===== config.mk =====
export PLATFORM = sky130hd
export DESIGN_NAME = pid_clamped_back_calc
export DESIGN_NICKNAME = d
export VERILOG_FILES = /design/src/design/pcbc_pkg.sv /design/src/design/pcbc_regs.sv /design/src/design/pid_clamped_back_calc.sv
export SDC_FILE = /design/constraint.sdc
export NUM_CORES = 2
export LEC_CHECK = 0
export ABC_AREA = 0
export BUFFER_PORTS_ARGS = -buffer_cell sky130_fd_sc_hd__clkbuf_2
export CORE_ASPECT_RATIO = 1.75
export CORE_UTILIZATION = 70
export CTS_CLUSTER_DIAMETER = 100
export DETAILED_ROUTE_END_ITERATION = 6
export GPL_TIMING_DRIVEN = 0
export PLACE_DENSITY = 0.88
export REMOVE_ABC_BUFFERS = 1
export SLEW_MARGIN = 5
export SYNTH_ARGS = -nofsm -noshare
export SYNTH_HDL_FRONTEND = slang
export SYNTH_SLANG_ARGS = --single-unit

===== constraint.sdc =====
create_clock -name clk -period 19 [get_ports clk]
set_input_delay 2.85 -clock clk [delete_from_list [all_inputs] [get_ports clk]]
set_output_delay 2.85 -clock clk [all_outputs]
set_load 0.01 [all_outputs]

===== src/design/pcbc_pkg.sv =====
// Package for the clamped back-calculation PID controller.
// Holds the register map, reset values and the configuration struct.
// No dependencies; used by pcbc_regs and pid_clamped_back_calc.
package pcbc_pkg;

	localparam int unsigned DATA_W  = 16;
	localparam int unsigned INTEG_W = 32;
	localparam int unsigned FRAC_W  = 8;
	localparam int unsigned ADDR_W  = 5;

	typedef enum logic [2:0] {
		REG_GAIN_P       = 3'd0,
		REG_GAIN_I       = 3'd1,
		REG_GAIN_D       = 3'd2,
		REG_LIMIT_LOW    = 3'd3,
		REG_LIMIT_HIGH   = 3'd4,
		REG_INTEG_PRESET = 3'd5
	} pcbc_reg_t;

	localparam logic signed [DATA_W-1:0] LIMIT_LOW_RST  = 16'sh8000;
	localparam logic signed [DATA_W-1:0] LIMIT_HIGH_RST = 16'sh7fff;

	typedef struct packed {
		logic signed [DATA_W-1:0]  gain_p;
		logic signed [DATA_W-1:0]  gain_i;
		logic signed [DATA_W-1:0]  gain_d;
		logic signed [DATA_W-1:0]  limit_low;
		logic signed [DATA_W-1:0]  limit_high;
		logic signed [INTEG_W-1:0] integ_preset;
	} pcbc_cfg_t;

endpackage


===== src/design/pcbc_regs.sv =====
// APB-style configuration registers for the PID controller.
// Depends on pcbc_pkg for the register map and the configuration struct.
module pcbc_regs (
	input  logic                        clk,
	input  logic                        arst_n,
	input  logic                        psel,
	input  logic                        penable,
	input  logic                        pwrite,
	input  logic [pcbc_pkg::ADDR_W-1:0] paddr,
	input  logic [31:0]                 pwdata,
	output logic [31:0]                 prdata,
	output logic                        pready,
	output pcbc_pkg::pcbc_cfg_t         cfg
);
	import pcbc_pkg::*;

	pcbc_cfg_t cfg_q;
	pcbc_reg_t reg_idx;
	logic      wr_en;

	assign reg_idx = pcbc_reg_t'(paddr[ADDR_W-1:2]);
	assign wr_en   = psel && penable && pwrite;
	assign pready  = 1'b1;
	assign cfg     = cfg_q;

	always_ff @(posedge clk or negedge arst_n) begin
		if (!arst_n) begin
			cfg_q.gain_p       <= '0;
			cfg_q.gain_i       <= '0;
			cfg_q.gain_d       <= '0;
			cfg_q.limit_low    <= LIMIT_LOW_RST;
			cfg_q.limit_high   <= LIMIT_HIGH_RST;
			cfg_q.integ_preset <= '0;
		end else if (wr_en) begin
			unique case (reg_idx)
				REG_GAIN_P:       cfg_q.gain_p       <= pwdata[DATA_W-1:0];
				REG_GAIN_I:       cfg_q.gain_i       <= pwdata[DATA_W-1:0];
				REG_GAIN_D:       cfg_q.gain_d       <= pwdata[DATA_W-1:0];
				REG_LIMIT_LOW:    cfg_q.limit_low    <= pwdata[DATA_W-1:0];
				REG_LIMIT_HIGH:   cfg_q.limit_high   <= pwdata[DATA_W-1:0];
				REG_INTEG_PRESET: cfg_q.integ_preset <= pwdata[INTEG_W-1:0];
				default: ;
			endcase
		end
	end

	// Sign-extend the narrow registers on read
	always_comb begin
		unique case (reg_idx)
			REG_GAIN_P:       prdata = 32'(cfg_q.gain_p);
			REG_GAIN_I:       prdata = 32'(cfg_q.gain_i);
			REG_GAIN_D:       prdata = 32'(cfg_q.gain_d);
			REG_LIMIT_LOW:    prdata = 32'(cfg_q.limit_low);
			REG_LIMIT_HIGH:   prdata = 32'(cfg_q.limit_high);
			REG_INTEG_PRESET: prdata = 32'(cfg_q.integ_preset);
			default:          prdata = '0;
		endcase
	end

endmodule


===== src/design/pid_clamped_back_calc.sv =====
// PID controller, trapezoidal integral, clamped output with back-calculated integrator.
// One item per cycle sustained while out_ready does not stall the output.
// Stage 1 registers error terms, stage 2 the products, stage 3 closes the integrator loop.
// An output stall holds each full stage; the input stalls once all three stages hold an item.
// Asynchronous active-low reset clears integrator, previous error, held output and gains.
// Depends on pcbc_pkg and pcbc_regs.
module pid_clamped_back_calc (
	input  logic                               clk,
	input  logic                               arst_n,
	input  logic                               psel,
	input  logic                               penable,
	input  logic                               pwrite,
	input  logic [pcbc_pkg::ADDR_W-1:0]        paddr,
	input  logic [31:0]                        pwdata,
	output logic [31:0]                        prdata,
	output logic                               pready,
	input  logic                               in_valid,
	output logic                               in_ready,
	input  logic signed [pcbc_pkg::DATA_W-1:0] setpoint,
	input  logic signed [pcbc_pkg::DATA_W-1:0] measured,
	input  logic                               run,
	input  logic                               restart,
	output logic                               out_valid,
	input  logic                               out_ready,
	output logic signed [pcbc_pkg::DATA_W-1:0] drive,
	output logic                               at_limit
);
	import pcbc_pkg::*;

	pcbc_cfg_t cfg;

	pcbc_regs u_regs (
		.clk     (clk),
		.arst_n  (arst_n),
		.psel    (psel),
		.penable (penable),
		.pwrite  (pwrite),
		.paddr   (paddr),
		.pwdata  (pwdata),
		.prdata  (prdata),
		.pready  (pready),
		.cfg     (cfg)
	);

	logic signed [DATA_W-1:0]  gain_p, gain_i, gain_d, limit_low, limit_high;
	logic signed [INTEG_W-1:0] integ_preset;

	assign gain_p       = cfg.gain_p;
	assign gain_i       = cfg.gain_i;
	assign gain_d       = cfg.gain_d;
	assign limit_low    = cfg.limit_low;
	assign limit_high   = cfg.limit_high;
	assign integ_preset = cfg.integ_preset;

	// Flow control
	logic v1_q, v2_q, out_valid_q;
	logic rdy1, rdy2, rdy3;

	assign rdy3      = !out_valid_q || out_ready;
	assign rdy2      = !v2_q || rdy3;
	assign rdy1      = !v1_q || rdy2;
	assign in_ready  = rdy1;
	assign out_valid = out_valid_q;

	always_ff @(posedge clk or negedge arst_n) begin
		if (!arst_n) begin
			v1_q        <= 1'b0;
			v2_q        <= 1'b0;
			out_valid_q <= 1'b0;
		end else begin
			if (rdy1) v1_q <= in_valid;
			if (rdy2) v2_q <= v1_q;
			if (rdy3) out_valid_q <= v2_q;
		end
	end

	// Stage 1: error, error difference and halved error sum
	logic signed [DATA_W-1:0] prev_q;
	logic signed [DATA_W-1:0] err_in, prev_eff, half_in;
	logic signed [DATA_W:0]   diff_in, sum_in;
	logic                     acc_in;

	assign acc_in   = in_valid && rdy1;
	assign err_in   = setpoint - measured;
	assign prev_eff = restart ? '0 : prev_q;
	assign diff_in  = {err_in[DATA_W-1], err_in} - {prev_eff[DATA_W-1], prev_eff};
	assign sum_in   = {err_in[DATA_W-1], err_in} + {prev_eff[DATA_W-1], prev_eff};
	assign half_in  = sum_in[DATA_W:1];

	// The previous error only moves on running items, so track it at the input
	always_ff @(posedge clk or negedge arst_n) begin
		if (!arst_n) begin
			prev_q <= '0;
		end else if (acc_in && run) begin
			prev_q <= err_in;
		end
	end

	logic                     run_s1, restart_s1;
	logic signed [DATA_W-1:0] err_s1, half_s1;
	logic signed [DATA_W:0]   diff_s1;

	always_ff @(posedge clk) begin
		if (acc_in) begin
			run_s1     <= run;
			restart_s1 <= restart;
			err_s1     <= err_in;
			diff_s1    <= diff_in;
			half_s1    <= half_in;
		end
	end

	// Stage 2: products
	localparam int unsigned PD_W  = 2 * DATA_W + 2;
	localparam int unsigned SUM_W = PD_W + 1;
	localparam int unsigned RAW_W = SUM_W - FRAC_W;

	logic signed [2*DATA_W-1:0] prod_p, prod_i;
	logic signed [2*DATA_W:0]   prod_d;
	logic signed [PD_W-1:0]     pd_in;

	assign prod_p = (2*DATA_W)'(err_s1) * (2*DATA_W)'(gain_p);
	assign prod_d = (2*DATA_W+1)'(diff_s1) * (2*DATA_W+1)'(gain_d);
	assign prod_i = (2*DATA_W)'(half_s1) * (2*DATA_W)'(gain_i);
	assign pd_in  = PD_W'(prod_p) + PD_W'(prod_d);

	logic                      run_s2, restart_s2;
	logic signed [PD_W-1:0]    pd_s2;
	logic signed [INTEG_W-1:0] inc_s2;

	always_ff @(posedge clk) begin
		if (v1_q && rdy2) begin
			run_s2     <= run_s1;
			restart_s2 <= restart_s1;
			pd_s2      <= pd_in;
			inc_s2     <= INTEG_W'(prod_i);
		end
	end

	// Stage 3: integrator update, scale, clamp and back-calculation
	logic signed [INTEG_W-1:0]       integ_q, integ_base, integ_acc, integ_next;
	logic signed [SUM_W-1:0]         sum_all;
	logic signed [RAW_W-1:0]         raw;
	logic signed [DATA_W-1:0]        lim_sel, drive_q;
	logic signed [DATA_W+FRAC_W-1:0] lim_scaled;
	logic signed [PD_W-1:0]          back_calc;
	logic                            below, above, clamp, at_limit_q, load3;

	assign integ_base = restart_s2 ? integ_preset : integ_q;
	assign integ_acc  = integ_base + inc_s2;
	assign sum_all    = SUM_W'(pd_s2) + SUM_W'(integ_acc);
	assign raw        = sum_all[SUM_W-1:FRAC_W];
	assign below      = raw < RAW_W'(limit_low);
	assign above      = raw > RAW_W'(limit_high);
	// Low limit takes priority when the limits are inverted
	assign clamp      = below || above;
	assign lim_sel    = below ? limit_low : limit_high;
	assign lim_scaled = {lim_sel, {FRAC_W{1'b0}}};
	assign back_calc  = PD_W'(lim_scaled) - pd_s2;
	assign integ_next = (clamp && gain_i != '0) ? back_calc[INTEG_W-1:0] : integ_acc;
	assign load3      = v2_q && rdy3 && run_s2;

	always_ff @(posedge clk or negedge arst_n) begin
		if (!arst_n) begin
			integ_q    <= '0;
			drive_q    <= '0;
			at_limit_q <= 1'b0;
		end else if (load3) begin
			integ_q    <= integ_next;
			drive_q    <= clamp ? lim_sel : raw[DATA_W-1:0];
			at_limit_q <= clamp;
		end
	end

	assign drive    = drive_q;
	assign at_limit = at_limit_q;

`ifndef ASSERT_OFF
	// A clamped result must sit on one of the limits
	a_limit_value: assert property (@(posedge clk) disable iff (!arst_n)
		load3 && clamp |=> drive == limit_low || drive == limit_high)
		else $error("clamped drive not on a limit");

	// Integrator holds unless a running item leaves stage 3
	a_integ_hold: assert property (@(posedge clk) disable iff (!arst_n)
		!load3 |=> $stable(integ_q))
		else $error("integrator moved without a running item");

	// Previous error holds unless a running item is accepted
	a_prev_hold: assert property (@(posedge clk) disable iff (!arst_n)
		!(acc_in && run) |=> $stable(prev_q))
		else $error("previous error moved without a running item");

	// Held result only changes when a running item completes
	a_drive_hold: assert property (@(posedge clk) disable iff (!arst_n)
		!load3 |=> $stable(drive_q) && $stable(at_limit_q))
		else $error("held result changed without a running item");
`endif

endmodule


==> metrics.md <==
| Metric | Value |
|---|---|
| Clock Skew | `around 34 ps` |
| Max Fclk | `about 0.085 GHz` |
| Wirelength, routed | `roughly 140 mm` |
| Grt total ovfl | `0` |
| Worst relative slew slack | `0.1374` |
| CP arrival | `about 12000 ps` |
| WL/cell | `between 20 and 25 um` |
| Top Ports | `130` |
| Die width | `a little over 200 um` |
| CORE AREA | `around 0.071 mm2` |
| Via count | `38936` |
| # Max-Cap Violations | `0` |
| Clock latency on the worst-skew pair | `600 ps` |
| Starting Density | `0.7093` |
| Hold Violations, Final | `0` |
| Number of clock sinks | `299` |
| Number of setup buffers added after CTS | `0` |
| Failing checks | `DRC` |
| PortBufs | `approximately 130` |
| Initial antenna violation count | `9` |
| #FFs+latches synth | `approximately 300` |
| Ys Warns | `0` |
| DPL Wire Length | `roughly 120 mm` |
| Synthesized area per cell | `~9.4 um2` |
| CP Class | `flip-flop to flip-flop` |
| GP Congestion | `0.9848` |
| Reg2reg path depth | `35` |
| Crit path from | `restart_s2` |
| Critical path depth | `35` |
| Die Height | `~360 um` |
| Post-Place Cells | `slightly above 6000` |
| Pins Over Slew Limit | `0` |
| CTS tree | `yes` |
| DRC | `1` |
| Fillcell total | `4892` |
| Gr usage total | `0.4022` |
| Worst-margin pin slew | `between 1000 and 1500 ps` |
| Nets@finish | `about 6700` |
| Hold WC Path Type | `flip-flop to flip-flop` |
| Crit path required time | `~20000 ps` |
| Primary FF master, synth | `dfrtp_1` |
| Top Family by Delay on Critical Path | `compound AO/OA/AOI/OAI gates` |
| Drt pass-1 iters | `7` |
| Post-synthesis sequential area ratio | `0.1607` |
| Status | `finished, violations left` |
| Post-CTS resize count | `0` |
| Num CTS Buffers | `35` |
| Die ar. | `0.07309 mm2` |
| Worst path bufs/invs | `0` |
| Row count | `129` |
| Root Buffer | `clkbuf_16` |
| Netlist cell types | `a little over 90` |
| Worst-path maximum fanout | `17` |
| Largest net degree at the start of global routing | `75` |
| Util after Layout | `0.7450` |
| Worst hold stages | `0` |
| Most frequent CP cell | `ha_1` |
| Setup TNS | `0 ps` |
| Final setup vio count | `0` |
| Bufs on Longest Clock Path | `3` |
| CTS clk-pin slew, worst paths | `roughly 70 ps` |
| First-pass GRT wire length | `~220 mm` |
| CP max-delay cell | `edfxtp_1` |
| Reg-to-Reg Start | `restart_s2` |
| Number of synthesized flops with an enable pin | `119` |
| CP peak stage delay | `roughly 860 ps` |
| Vias in the first global route | `roughly 42000` |
| Synthesis-to-layout area growth | `5.022%` |
| H-tree Lvls | `2` |
| Crit share post-route | `0.6170` |
| Vias/cell | `6.238` |
| Hold_buf cts | `0` |
| Mapped cell area | `0.05038 mm2` |
| Layout cell share with drive strength beyond 1 | `0.07384` |
| Layout Cells excl Fill | `roughly 6200` |
| Post-Syn Instances | `approximately 5300` |
| Min Tclk post-route | `about 12000 ps` |
| FFs w/ async S/R, synth | `0.6020` |
| Unrepaired setup endpoints after global routing | `false` |
| Crit end category | `flip-flop` |
| DRT iter0 DRCs | `between 2000 and 3000` |
| Hold Path Origin | `run_s1` |
| Remaining antenna violation count | `0` |
| Worst setup SP type | `flip-flop` |
metal layers:
metal  global-route usage  up-vias  wire length (um)
li1                     -    16675                 -
met1               0.4196    19455             45190
met2               0.6949     1964             71220
met3              0.05758      834              9786
met4               0.3697        8             15900
met5                    0        -                42
cell families (layout without fill, tap and decap cells):
group / count (synthesis) / in the layout / synth area share
AO/OA/AOI/OAI: 683 / 683 / 0.08897
XOR/XNOR: 188 / 188 / 0.03269
adder cells (fa/ha/maj): 1293 / 1293 / 0.4505
buffers and inverters: 1283 / 1271 / 0.09600
flip-flops: 299 / 299 / 0.1607
multiplexers: 169 / 169 / 0.03738
other: 1 / 4 / 0.00007444
AND/OR/NAND/NOR: 1418 / 1418 / 0.1336
stage by stage:
step | instance area (um2) | setup WS (ps) | hold WS, ps
floorplan | 49540 | 9587 | 400.3
detailed placement | 51650 | 7383 | 409.9
global route | 52900 | 6771 | 445.8
CTS | 52900 | 7382 | 431.8
global placement | 51320 | 6887 | 406.2
finish | 52910 | 7278 | 425.7
cell type report:
| class | count | area, um2 | share of cell area |
|---|---|---|---|
| clock inverters | 21 | 299.0 | 0.005652 |
| well taps | 917 | 1147 | 0.02169 |
| flip-flops and latches | 299 | 8098 | 0.1531 |
| inverters | 1066 | 4001 | 0.07563 |
| repair buffers | 141 | 915.9 | 0.01731 |
| diodes | 3 | 7.507 | 0.0001419 |
| clock buffers | 43 | 947.2 | 0.01790 |
| multi-input cells | 3752 | 37490 | 0.7086 |
synthesized netlist by cell type (12+ instances only):
cell type | n | share of area
and2_1 | 274 | 0.034
mux2i_1 | 34 | 0.0068
nor4_1 | 14 | 0.0017
inv_1 | 1066 | 0.079
ha_1 | 425 | 0.11
o21ai_0 | 161 | 0.016
a31oi_1 | 44 | 0.0055
dfrtp_1 | 164 | 0.081
nand2b_1 | 84 | 0.010
a21o_1 | 85 | 0.013
a211oi_1 | 20 | 0.0030
fa_1 | 868 | 0.34
dfstp_2 | 16 | 0.0083
o211ai_1 | 20 | 0.0030
nand2_1 | 678 | 0.051
o31ai_1 | 12 | 0.0018
nor3_1 | 40 | 0.0040
o21bai_1 | 25 | 0.0037
nand4_1 | 28 | 0.0035
a21oi_1 | 164 | 0.016
o22ai_1 | 15 | 0.0019
clkbuf_1 | 204 | 0.015
edfxtp_1 | 119 | 0.071
nor2_1 | 157 | 0.012
o21a_1 | 21 | 0.0031
xnor2_1 | 140 | 0.024
nand3_1 | 62 | 0.0062
nor2b_1 | 20 | 0.0025
xor2_1 | 48 | 0.0083
a22oi_1 | 15 | 0.0022
mux2_2 | 133 | 0.030
and3_1 | 17 | 0.0021
path summary, 6_finish.rpt:
check,endpoint,slack [ps]
setup reg to reg,integ_q[31],7280
min in group asynchronous,u_regs.cfg[102],2210
max in group asynchronous,u_regs.cfg[32],15630
hold reg to reg,run_s2,430
setup / recovery,integ_q[31],7280
hold / removal,run_s2,430
placed cells by master (no fill, tap or decap), types with 16 or more instances in the layout:
cell type and count:
clkbuf_16 36, dfrtp_1 164, nand2b_1 84, o21bai_1 25, o21ai_0 161, inv_1 1066
nor2_1 155, ha_1 425, nand3_1 61, and3_1 16, nand4_1 28, and2_1 272
fa_1 868, mux2i_1 33, a211oi_1 20, edfxtp_1 119, a21oi_1 163, nand2_1 678
xor2_1 48, dfstp_2 16, mux2_2 133, nor2b_1 20, a31oi_1 44, o21a_1 21
a21o_1 85, xnor2_1 140, nor3_1 38, clkbuf_2 125, o211ai_1 20
sequential cells by signal (all words and copies together), names as in the netlist:
signal and cells:
run_s2 1, at_limit 1, u_regs.cfg 112, prev_q 16
inc_s2 32, v2_q 1, v1_q 1, diff_s1 17
run_s1 1, out_valid 1, integ_q 32, half_s1 16
restart_s1 1, restart_s2 1, err_s1 16, pd_s2 34
drive 16
Power is left out: the tool's default activity adds up to more than one toggle a clock period on the data nets, which glitch-free logic cannot reach.
